### src/rtl/tqps_pkg.sv
// Shared types and constants for the tone queue PWM sequencer.
package tqps_pkg;

  localparam int unsigned TIMER_W         = 28;
  localparam int unsigned FREQ_W          = 16;
  localparam int unsigned TICKS_W         = 16;
  localparam int unsigned RELOAD_W        = 16;
  localparam int unsigned QUEUE_DEPTH_DEF = 16;

  localparam logic [TIMER_W-1:0] TIMER_CLK_RESET = TIMER_W'(1000000);

  localparam logic OP_TICK = 1'b0;
  localparam logic OP_PUSH = 1'b1;

  typedef logic [TIMER_W-1:0] cfg_word_t;

  typedef struct packed {
    logic               op;
    logic [FREQ_W-1:0]  tone_freq_hz;
    logic [TICKS_W-1:0] tone_ticks;
  } in_word_t;

  typedef struct packed {
    logic                pwm_enable;
    logic [RELOAD_W-1:0] reload_value;
    logic [RELOAD_W-1:0] compare_value;
    logic                tone_started;
    logic                push_dropped;
    logic                queue_empty;
  } out_word_t;

  typedef struct packed {
    logic               start;
    logic [TIMER_W-1:0] dividend;
    logic [FREQ_W-1:0]  divisor;
  } div_req_t;

  typedef struct packed {
    logic                done;
    logic [RELOAD_W-1:0] quotient;
  } div_rsp_t;

endpackage

### src/rtl/tqps_chan_if.sv
// Valid/ready channel carrying one word of a given payload type.
interface tqps_chan_if #(
  parameter type payload_t = logic
);
  logic     valid;
  logic     ready;
  payload_t payload;

  modport source (output valid, output payload, input ready);
  modport sink   (input valid, input payload, output ready);
endinterface

### src/rtl/tqps_ram.sv
// Generic single-write, single-read RAM with registered read data.
module tqps_ram #(
  parameter int unsigned WIDTH = 32,
  parameter int unsigned DEPTH = 16
) (
  input  logic                     clk,
  input  logic                     wr_en,
  input  logic [$clog2(DEPTH)-1:0] wr_addr,
  input  logic [WIDTH-1:0]         wr_data,
  input  logic [$clog2(DEPTH)-1:0] rd_addr,
  output logic [WIDTH-1:0]         rd_data
);

  logic [WIDTH-1:0] mem_r [DEPTH];
  logic [WIDTH-1:0] rd_data_r;

  always_ff @(posedge clk) begin
    if (wr_en) begin
      mem_r[wr_addr] <= wr_data;
    end
    rd_data_r <= mem_r[rd_addr];
  end

  assign rd_data = rd_data_r;

endmodule

### src/rtl/tqps_div.sv
// Bit-serial restoring divider, one quotient bit per cycle, saturating result.
module tqps_div
  import tqps_pkg::*;
(
  input  logic     clk,
  input  logic     rst_n,
  input  div_req_t req,
  output div_rsp_t rsp
);

  localparam int unsigned CNT_W = $clog2(TIMER_W + 1);
  localparam logic [CNT_W-1:0] CNT_LAST = CNT_W'(TIMER_W - 1);

  logic               busy_r, busy_nxt;
  logic               done_r, done_nxt;
  logic [CNT_W-1:0]   cnt_r, cnt_nxt;
  logic [TIMER_W-1:0] dvd_r, dvd_nxt;
  logic [FREQ_W-1:0]  dvs_r, dvs_nxt;
  logic [FREQ_W-1:0]  rem_r, rem_nxt;
  logic [RELOAD_W-1:0] quo_r, quo_nxt;
  logic               ovf_r, ovf_nxt;

  logic [FREQ_W:0]    trial;
  logic [FREQ_W:0]    diff;
  logic               q_bit;

  always_comb begin
    trial = {rem_r, dvd_r[TIMER_W-1]};
    diff  = trial - {1'b0, dvs_r};
    q_bit = (trial >= {1'b0, dvs_r});
  end

  always_comb begin
    busy_nxt = busy_r;
    done_nxt = 1'b0;
    cnt_nxt  = cnt_r;
    dvd_nxt  = dvd_r;
    dvs_nxt  = dvs_r;
    rem_nxt  = rem_r;
    quo_nxt  = quo_r;
    ovf_nxt  = ovf_r;
    if (req.start) begin
      busy_nxt = 1'b1;
      cnt_nxt  = '0;
      dvd_nxt  = req.dividend;
      dvs_nxt  = req.divisor;
      rem_nxt  = '0;
      quo_nxt  = '0;
      ovf_nxt  = 1'b0;
    end else if (busy_r) begin
      // shift one dividend bit into the partial remainder
      dvd_nxt = {dvd_r[TIMER_W-2:0], 1'b0};
      rem_nxt = q_bit ? diff[FREQ_W-1:0] : trial[FREQ_W-1:0];
      quo_nxt = {quo_r[RELOAD_W-2:0], q_bit};
      ovf_nxt = ovf_r | quo_r[RELOAD_W-1];
      cnt_nxt = cnt_r + CNT_W'(1);
      if (cnt_r == CNT_LAST) begin
        busy_nxt = 1'b0;
        done_nxt = 1'b1;
      end
    end
  end

  always_ff @(posedge clk) begin
    if (!rst_n) begin
      busy_r <= 1'b0;
      done_r <= 1'b0;
      cnt_r  <= '0;
    end else begin
      busy_r <= busy_nxt;
      done_r <= done_nxt;
      cnt_r  <= cnt_nxt;
    end
    dvd_r <= dvd_nxt;
    dvs_r <= dvs_nxt;
    rem_r <= rem_nxt;
    quo_r <= quo_nxt;
    ovf_r <= ovf_nxt;
  end

  assign rsp.done     = done_r;
  assign rsp.quotient = ovf_r ? '1 : quo_r;

endmodule

### src/rtl/tone_queue_pwm_sequencer_core.sv
// Top level of the tone queue PWM sequencer: queue control, tick logic, output word.
// A push or a plain tick goes from idle to S_EMIT and then into the output register.
// A tick that dequeues a rest passes S_READ and S_LOAD before S_EMIT; one that dequeues a
// tone also waits in S_DIV for the bit-serial reload divider, one quotient bit per cycle.
// One word at a time: the next word is accepted once the result is in the output register.
// Reset (rst_n, synchronous, active low) empties the queue, stops PWM, clears
// reload to 0 and sets the timer clock to 1 MHz; queue memory contents are not cleared.
module tone_queue_pwm_sequencer_core
  import tqps_pkg::*;
#(
  parameter int unsigned QUEUE_DEPTH = QUEUE_DEPTH_DEF
) (
  input  logic        clk,
  input  logic        rst_n,
  tqps_chan_if.sink   in_ch,
  tqps_chan_if.source out_ch,
  tqps_chan_if.sink   cfg_ch
);

  localparam int unsigned PTR_W = $clog2(QUEUE_DEPTH);
  localparam int unsigned ENT_W = FREQ_W + TICKS_W;
  localparam logic [PTR_W-1:0] PTR_LAST = PTR_W'(QUEUE_DEPTH - 1);

  typedef enum logic [2:0] {
    S_IDLE,
    S_READ,
    S_LOAD,
    S_DIV,
    S_EMIT
  } state_t;

  function automatic logic [PTR_W-1:0] next_slot(input logic [PTR_W-1:0] p);
    return (p == PTR_LAST) ? '0 : p + PTR_W'(1);
  endfunction

  state_t              state_r, state_nxt;
  logic [PTR_W-1:0]    wp_r, wp_nxt;
  logic [PTR_W-1:0]    pp_r, pp_nxt;
  logic [TICKS_W-1:0]  act_len_r, act_len_nxt;
  logic [TICKS_W-1:0]  elapsed_r, elapsed_nxt;
  logic                pwm_r, pwm_nxt;
  logic [RELOAD_W-1:0] period_r, period_nxt;
  logic [TIMER_W-1:0]  timer_clk_r, timer_clk_nxt;
  logic                started_r, started_nxt;
  logic                dropped_r, dropped_nxt;
  logic                out_valid_r, out_valid_nxt;
  out_word_t           out_r, out_nxt;

  in_word_t            in_word;
  logic                in_fire;
  logic                out_fire;
  logic [PTR_W-1:0]    wr_slot;
  logic                ram_we;
  logic [ENT_W-1:0]    ram_rd;
  logic [FREQ_W-1:0]   rd_freq;
  logic [TICKS_W-1:0]  rd_len;
  div_req_t            div_req;
  div_rsp_t            div_rsp;

  assign in_word  = in_ch.payload;
  assign in_fire  = in_ch.valid && in_ch.ready;
  assign out_fire = out_valid_r && out_ch.ready;

  // Take a new word only from idle; the output register may still hold the last result.
  assign in_ch.ready  = (state_r == S_IDLE);
  assign cfg_ch.ready = 1'b1;

  // Push writes into the slot after the write pointer unless that slot is the play slot.
  assign wr_slot = next_slot(wp_r);
  assign ram_we  = in_fire && (in_word.op == OP_PUSH) && (wr_slot != pp_r);

  tqps_ram #(
    .WIDTH (ENT_W),
    .DEPTH (QUEUE_DEPTH)
  ) u_queue (
    .clk     (clk),
    .wr_en   (ram_we),
    .wr_addr (wr_slot),
    .wr_data ({in_word.tone_freq_hz, in_word.tone_ticks}),
    .rd_addr (pp_r),
    .rd_data (ram_rd)
  );

  assign rd_freq = ram_rd[ENT_W-1:TICKS_W];
  assign rd_len  = ram_rd[TICKS_W-1:0];

  assign div_req.start    = (state_r == S_LOAD) && (rd_freq != '0);
  assign div_req.dividend = timer_clk_r;
  assign div_req.divisor  = rd_freq;

  tqps_div u_div (
    .clk   (clk),
    .rst_n (rst_n),
    .req   (div_req),
    .rsp   (div_rsp)
  );

  always_comb begin
    state_nxt     = state_r;
    wp_nxt        = wp_r;
    pp_nxt        = pp_r;
    act_len_nxt   = act_len_r;
    elapsed_nxt   = elapsed_r;
    pwm_nxt       = pwm_r;
    period_nxt    = period_r;
    timer_clk_nxt = timer_clk_r;
    started_nxt   = started_r;
    dropped_nxt   = dropped_r;
    out_valid_nxt = out_valid_r;
    out_nxt       = out_r;

    if (cfg_ch.valid && cfg_ch.ready) begin
      timer_clk_nxt = cfg_ch.payload;
    end

    // Drain the output register once the sink takes the word.
    if (out_fire) begin
      out_valid_nxt = 1'b0;
    end

    case (state_r)
      S_IDLE: begin
        if (in_fire) begin
          started_nxt = 1'b0;
          dropped_nxt = 1'b0;
          state_nxt   = S_EMIT;
          if (in_word.op == OP_PUSH) begin
            if (wr_slot == pp_r) begin
              dropped_nxt = 1'b1;
            end else begin
              wp_nxt = wr_slot;
            end
          end else if (act_len_r != '0) begin
            // Count the playing tone; stop it on the tick that reaches its length.
            if (elapsed_r == act_len_r) begin
              pwm_nxt     = 1'b0;
              act_len_nxt = '0;
            end else begin
              elapsed_nxt = elapsed_r + TICKS_W'(1);
            end
          end else if (wp_r != pp_r) begin
            // Advance to the next queued tone and fetch it.
            pp_nxt      = next_slot(pp_r);
            started_nxt = 1'b1;
            state_nxt   = S_READ;
          end
        end
      end
      S_READ: begin
        state_nxt = S_LOAD;
      end
      S_LOAD: begin
        act_len_nxt = rd_len;
        elapsed_nxt = TICKS_W'(1);
        // A rest leaves PWM and the period as they are.
        state_nxt   = (rd_freq != '0) ? S_DIV : S_EMIT;
      end
      S_DIV: begin
        if (div_rsp.done) begin
          period_nxt = div_rsp.quotient;
          pwm_nxt    = 1'b1;
          state_nxt  = S_EMIT;
        end
      end
      S_EMIT: begin
        // Hold the result until the output register is free.
        if (!out_valid_r || out_ch.ready) begin
          out_nxt.pwm_enable    = pwm_r;
          out_nxt.reload_value  = period_r;
          out_nxt.compare_value = period_r >> 1;
          out_nxt.tone_started  = started_r;
          out_nxt.push_dropped  = dropped_r;
          out_nxt.queue_empty   = (wp_r == pp_r);
          out_valid_nxt         = 1'b1;
          state_nxt             = S_IDLE;
        end
      end
      default: begin
        state_nxt = S_IDLE;
      end
    endcase
  end

  always_ff @(posedge clk) begin
    if (!rst_n) begin
      state_r     <= S_IDLE;
      wp_r        <= '0;
      pp_r        <= '0;
      act_len_r   <= '0;
      elapsed_r   <= '0;
      pwm_r       <= 1'b0;
      period_r    <= '0;
      timer_clk_r <= TIMER_CLK_RESET;
      started_r   <= 1'b0;
      dropped_r   <= 1'b0;
      out_valid_r <= 1'b0;
    end else begin
      state_r     <= state_nxt;
      wp_r        <= wp_nxt;
      pp_r        <= pp_nxt;
      act_len_r   <= act_len_nxt;
      elapsed_r   <= elapsed_nxt;
      pwm_r       <= pwm_nxt;
      period_r    <= period_nxt;
      timer_clk_r <= timer_clk_nxt;
      started_r   <= started_nxt;
      dropped_r   <= dropped_nxt;
      out_valid_r <= out_valid_nxt;
    end
    out_r <= out_nxt;
  end

  assign out_ch.valid   = out_valid_r;
  assign out_ch.payload = out_r;

  a_no_start_and_drop: assert property (@(posedge clk) disable iff (!rst_n)
    out_valid_r |-> !(out_r.tone_started && out_r.push_dropped))
    else $error("result word flags both a started tone and a dropped push");

  a_div_done_in_div: assert property (@(posedge clk) disable iff (!rst_n)
    div_rsp.done |-> (state_r == S_DIV))
    else $error("divider finished outside the divide state");

  a_elapsed_bounded: assert property (@(posedge clk) disable iff (!rst_n)
    (act_len_r != '0) |-> (elapsed_r <= act_len_r))
    else $error("elapsed ticks ran past the tone length");

  a_pwm_start_after_div: assert property (@(posedge clk) disable iff (!rst_n)
    $rose(pwm_r) |-> ($past(state_r) == S_DIV))
    else $error("PWM started without a reload computation");

  a_queue_not_overrun: assert property (@(posedge clk) disable iff (!rst_n)
    ram_we |=> (wp_r != pp_r))
    else $error("push overran the play pointer");

endmodule

### src/flat_wrapper.sv
// flat-port wrapper written by rule: the top's interface ports become plain ports
module tone_queue_pwm_sequencer_core_flat import tqps_pkg::*;
#(
  parameter int unsigned QUEUE_DEPTH = QUEUE_DEPTH_DEF
)
  (clk, rst_n, in_ch_valid, in_ch_payload, in_ch_ready, out_ch_valid, out_ch_payload, out_ch_ready, cfg_ch_valid, cfg_ch_payload, cfg_ch_ready);
  tqps_chan_if #(.payload_t(in_word_t)) in_ch_i ();
  tqps_chan_if #(.payload_t(out_word_t)) out_ch_i ();
  tqps_chan_if #(.payload_t(cfg_word_t)) cfg_ch_i ();
  input  logic clk;
  input  logic rst_n;
  input wire logic [$bits(in_ch_i.valid)-1:0] in_ch_valid;
  input wire logic [$bits(in_ch_i.payload)-1:0] in_ch_payload;
  output wire logic [$bits(in_ch_i.ready)-1:0] in_ch_ready;
  output wire logic [$bits(out_ch_i.valid)-1:0] out_ch_valid;
  output wire logic [$bits(out_ch_i.payload)-1:0] out_ch_payload;
  input wire logic [$bits(out_ch_i.ready)-1:0] out_ch_ready;
  input wire logic [$bits(cfg_ch_i.valid)-1:0] cfg_ch_valid;
  input wire logic [$bits(cfg_ch_i.payload)-1:0] cfg_ch_payload;
  output wire logic [$bits(cfg_ch_i.ready)-1:0] cfg_ch_ready;
  assign in_ch_i.valid = in_ch_valid;
  assign in_ch_i.payload = in_ch_payload;
  assign in_ch_ready = in_ch_i.ready;
  assign out_ch_valid = out_ch_i.valid;
  assign out_ch_payload = out_ch_i.payload;
  assign out_ch_i.ready = out_ch_ready;
  assign cfg_ch_i.valid = cfg_ch_valid;
  assign cfg_ch_i.payload = cfg_ch_payload;
  assign cfg_ch_ready = cfg_ch_i.ready;
  tone_queue_pwm_sequencer_core #(.QUEUE_DEPTH(QUEUE_DEPTH)) u_core (.clk(clk), .rst_n(rst_n), .in_ch(in_ch_i), .out_ch(out_ch_i), .cfg_ch(cfg_ch_i));
endmodule
### config.mk
export PLATFORM = sky130hd
export DESIGN_NAME = tone_queue_pwm_sequencer_core_flat
export DESIGN_NICKNAME = d
export VERILOG_FILES = /design/src/rtl/tqps_pkg.sv /design/src/rtl/tqps_chan_if.sv /design/src/rtl/tqps_ram.sv /design/src/rtl/tqps_div.sv /design/src/rtl/tone_queue_pwm_sequencer_core.sv /design/src/flat_wrapper.sv
export SDC_FILE = /design/constraint.sdc
export NUM_CORES = 1
export LEC_CHECK = 0
export ABC_AREA = 1
export BUFFER_PORTS_ARGS = -buffer_cell sky130_fd_sc_hd__buf_2
export CORE_MARGIN = 5
export CORE_UTILIZATION = 40
export DETAILED_ROUTE_END_ITERATION = 10
export MAX_ROUTING_LAYER = met4
export PLACE_DENSITY = 0.56
export SYNTH_ARGS = -nofsm -noshare
export SYNTH_HDL_FRONTEND = slang
export SYNTH_SLANG_ARGS = --single-unit
### constraint.sdc
create_clock -name clk -period 9.93 [get_ports clk]
set_input_delay 0.993 -clock clk [delete_from_list [all_inputs] [get_ports clk]]
set_output_delay 0.993 -clock clk [all_outputs]
set_load 0.03 [all_outputs]
==> results.rst <==
.. list-table::
   :header-rows: 1

   * - Metric
     - Value
   * - Run status
     - finished, final reports clean
   * - Half-perimeter wire length after placement
     - 42900 µm
   * - TritonCTS buffer count
     - 77
   * - Drt initial violations
     - 1567
   * - Final net count
     - 2815
   * - Share of layout cells above drive strength 1
     - 0.101
   * - Worst rel slew slack
     - 0.212
   * - Root buffer cell
     - sky130_fd_sc_hd__clkbuf_16
   * - Total routed wirelength
     - 72300 µm
   * - Worst reg2reg path startpoint
     - u_core.pp_r[1]
   * - Gr ovfl total
     - 0
   * - TritonCTS clock tree
     - yes
   * - Core region area
     - 74200 µm²
   * - Post-synthesis instance area
     - 29800 µm²
   * - Maximum frequency from static timing analysis
     - 0.226 GHz
   * - Starting density of the core
     - 0.401
   * - Clock-pin slew reported for the worst setup and hold paths after clock tree synthesis
     - 0.06 ns
   * - Number of standard cells in the layout, taps in and fillers out
     - 3759
   * - Via count
     - 19.9k
   * - Worst Clk Skew
     - 0.0284 ns
   * - Setup bufs post-CTS
     - 0
   * - Final worst path period share
     - 0.446
   * - FP Rows
     - 100
   * - Critical-path maximum fanout
     - 69
   * - Endpoint class of the critical path
     - register
   * - Source of the worst hold timing path
     - u_core.u_queue.rd_data[25]
   * - Port buffer count
     - 102
   * - Post-synthesis sequential area ratio
     - 0.690
   * - GRT Overall Usage
     - 0.184
   * - CP Launch Point
     - u_core.pp_r[1]
   * - DIE WIDTH
     - 283 µm
   * - Yosys cell types
     - 43
   * - Unrepaired setup endpoints after global routing
     - no
   * - Number of primary I/O pins
     - 105
   * - Setup crit start kind
     - register
   * - Pin count of the biggest net entering global routing
     - 200
   * - Hold crit path type
     - register to register
   * - Worst hold margin
     - 0.424 ns
   * - Iteration count of the initial detailed-routing pass
     - 5
   * - Worst endpoint data arrival time
     - 4.72 ns
   * - Synthesis-to-finish area growth
     - 12.5%
   * - Post-detailed-route via-to-cell ratio
     - 5.30
   * - Number of hold buffers added after cts
     - 0
   * - Post-placement setup slack
     - 5.46 ns
   * - Synth warn
     - 0
   * - Remaining antenna violation count after routing
     - 0
   * - WL/cell
     - 19.2 µm
   * - Library cell occupying the most area in the post-synthesis netlist
     - sky130_fd_sc_hd__edfxtp_1
   * - Fill count
     - 6803
   * - Worst-Margin Slew
     - 1.18 ns
   * - Mapped Nets
     - 2774
   * - Number of maximum-capacitance violations
     - 0
   * - Dpl cells
     - 3614
   * - H-Tree Level Count
     - 3
   * - Setup CP Type
     - register to register
   * - Gate count of the mapped netlist
     - 2683
   * - Clock latency on the worst-skew pair
     - 0.63 ns
   * - Count leader, synth
     - sky130_fd_sc_hd__edfxtp_1
   * - Clock period minus worst slack
     - 4.43 ns
   * - EDFF count, synth
     - 576
   * - Combined buffer and inverter count along the critical path
     - 2
   * - Kind of cell with the highest combined delay on the critical path
     - simple AND/OR/NAND/NOR gates
   * - Worst Setup Slack, final
     - 5.50 ns
   * - Max Slew Vio Count
     - 0
   * - Wire length of the first global-routing pass
     - 112000 µm
   * - Mean instance size in the synthesized netlist
     - 11.1 µm²
   * - Clock tree sinks
     - 739
   * - Post-synth top cells
     - sky130_fd_sc_hd__edfxtp_1 (576), sky130_fd_sc_hd__nand2_1 (442), sky130_fd_sc_hd__nor2_1 (389)
   * - Area enclosed by the die boundary
     - 80000 µm²
   * - Ys async rst share
     - 0
   * - Slowest cell on the critical path
     - sky130_fd_sc_hd__nor3_2
   * - Register bit total from synthesis
     - 739
   * - Antenna violations before repair
     - 4
   * - Setup TNS
     - 0 ns
   * - Die Y-Extent
     - 283 µm
   * - Required time worst endpoint
     - 10.22 ns
   * - Seq. cell area
     - 20600 µm²
   * - Hold violation count in the final report
     - 0
   * - Global placer's final weighted congestion
     - 0.858
   * - Residual DRC
     - 0
   * - Longest individual stage delay on the worst path
     - 1.01 ns
   * - CTS-repair resized insts
     - 0
   * - Post-synth top area share
     - 0.581
   * - IR drop worst, VDD
     - 0.163 mV
   * - Total of endpoints with negative setup slack in the final report
     - 0
   * - Static leakage
     - 12.0 nW
   * - Vias in the first global route
     - 19.5k
   * - Critical path cell sequence
     - clkinv_2 -> or2_2 -> nand3_1 -> nor3_2 -> nand2_2 -> nand2_2 -> nor3_2 -> buf_4
   * - Maximum buffer depth of the clock tree
     - 3
   * - Dominant synthesized flop cell
     - sky130_fd_sc_hd__edfxtp_1
   * - Multi-input gate area
     - 8060 µm²
   * - Power per standard cell area
     - 200 nW/µm²
   * - Synth area leaders
     - sky130_fd_sc_hd__edfxtp_1 (58%), sky130_fd_sc_hd__dfxtp_1 (11%), sky130_fd_sc_hd__nand2_1 (5.6%), sky130_fd_sc_hd__nor2_1 (4.9%), sky130_fd_sc_hd__o21ai_0 (4.5%)
power by group:
group          switching (mW)  total (mW)  internal, mW
registers              0.0604        3.49          3.43
logic                   0.368       0.501         0.134
clock network            1.19        2.71          1.53
total                    1.61        6.71          5.10
cells in the final DEF, fill, tap and decap left out, types with 11 or more instances in the layout:
master                      count
sky130_fd_sc_hd__nor2_1       386
sky130_fd_sc_hd__clkinv_1      11
sky130_fd_sc_hd__nand4_1       26
sky130_fd_sc_hd__nand2_1      442
sky130_fd_sc_hd__o22ai_1      109
sky130_fd_sc_hd__edfxtp_1     576
sky130_fd_sc_hd__o221ai_1      32
sky130_fd_sc_hd__nor3_2        17
sky130_fd_sc_hd__clkinv_2      11
sky130_fd_sc_hd__buf_4         27
sky130_fd_sc_hd__nor3_1        13
sky130_fd_sc_hd__buf_2        102
sky130_fd_sc_hd__clkbuf_1      26
sky130_fd_sc_hd__inv_1        129
sky130_fd_sc_hd__xor2_1        27
sky130_fd_sc_hd__a21oi_1       73
sky130_fd_sc_hd__dfxtp_1      160
sky130_fd_sc_hd__nand3_1      117
sky130_fd_sc_hd__clkbuf_16     79
sky130_fd_sc_hd__o211ai_1      49
sky130_fd_sc_hd__ha_1          24
sky130_fd_sc_hd__o21ai_1       15
sky130_fd_sc_hd__o21ai_0      270
sequential cells by signal, indices dropped and copies added (netlist names), 5 cells and up:
| signal | count |
|---|---|
| u_core.u_div.cnt_r | 5 |
| u_core.out_ch.payload | 20 |
| u_core.period_r | 16 |
| u_core.u_div.dvs_r | 16 |
| u_core.u_div.dvd_r | 28 |
| u_core.u_queue.mem_r | 512 |
| u_core.timer_clk_r | 28 |
| u_core.u_div.rem_r | 16 |
| u_core.act_len_r | 16 |
| u_core.u_div.quo_r | 16 |
| u_core.elapsed_r | 16 |
| u_core.u_queue.rd_data | 32 |
cell type report:
class                           count  area share
Timing Repair Buffer              130      0.0219
Tap cell                          969      0.0362
Inverter                          139      0.0158
Sequential cell                   739       0.614
Multi-Input combinational cell   1637       0.240
Clock inverter                     30     0.00680
Antenna cell                        3    0.000224
Clock buffer                      112      0.0646
metrics by stage:
stage	power (mW)	area [µm²]	util
after global placement	4.05	31100	0.419
after detailed placement	4.06	31100	0.419
after floorplan	3.89	29800	-
final	6.71	33500	0.451
after global routing	6.97	33500	0.451
after CTS	6.78	33500	0.451
final timing paths:
check,end,slack [ns],cells after the start
setup reg to reg,u_core.u_queue.mem_r[13][24],5.50,8
hold reg to reg,u_core.u_div.dvs_r[9],0.42,0
setup / recovery,u_core.u_queue.mem_r[13][24],5.50,8
hold / removal,u_core.u_div.dvs_r[9],0.42,0
logic make-up after synthesis:
family	after synthesis	synth area share
simple gates	1021	0.139
flops	739	0.690
compound gates	552	0.106
buf+inv	307	0.0423
xor+xnor	37	0.0111
fa+ha+maj	25	0.0108
other cells	2	0.000252
layer usage:
metal	GRT usage	vias up	wire [µm]
li1	-	9532	-
met1	0.251	9742	32800
met2	0.285	519	33100
met3	0.0328	112	4570
met4	0.0525	0	1820
met5	-	-	0
No activity file was read; power rests on OpenSTA's default activity.
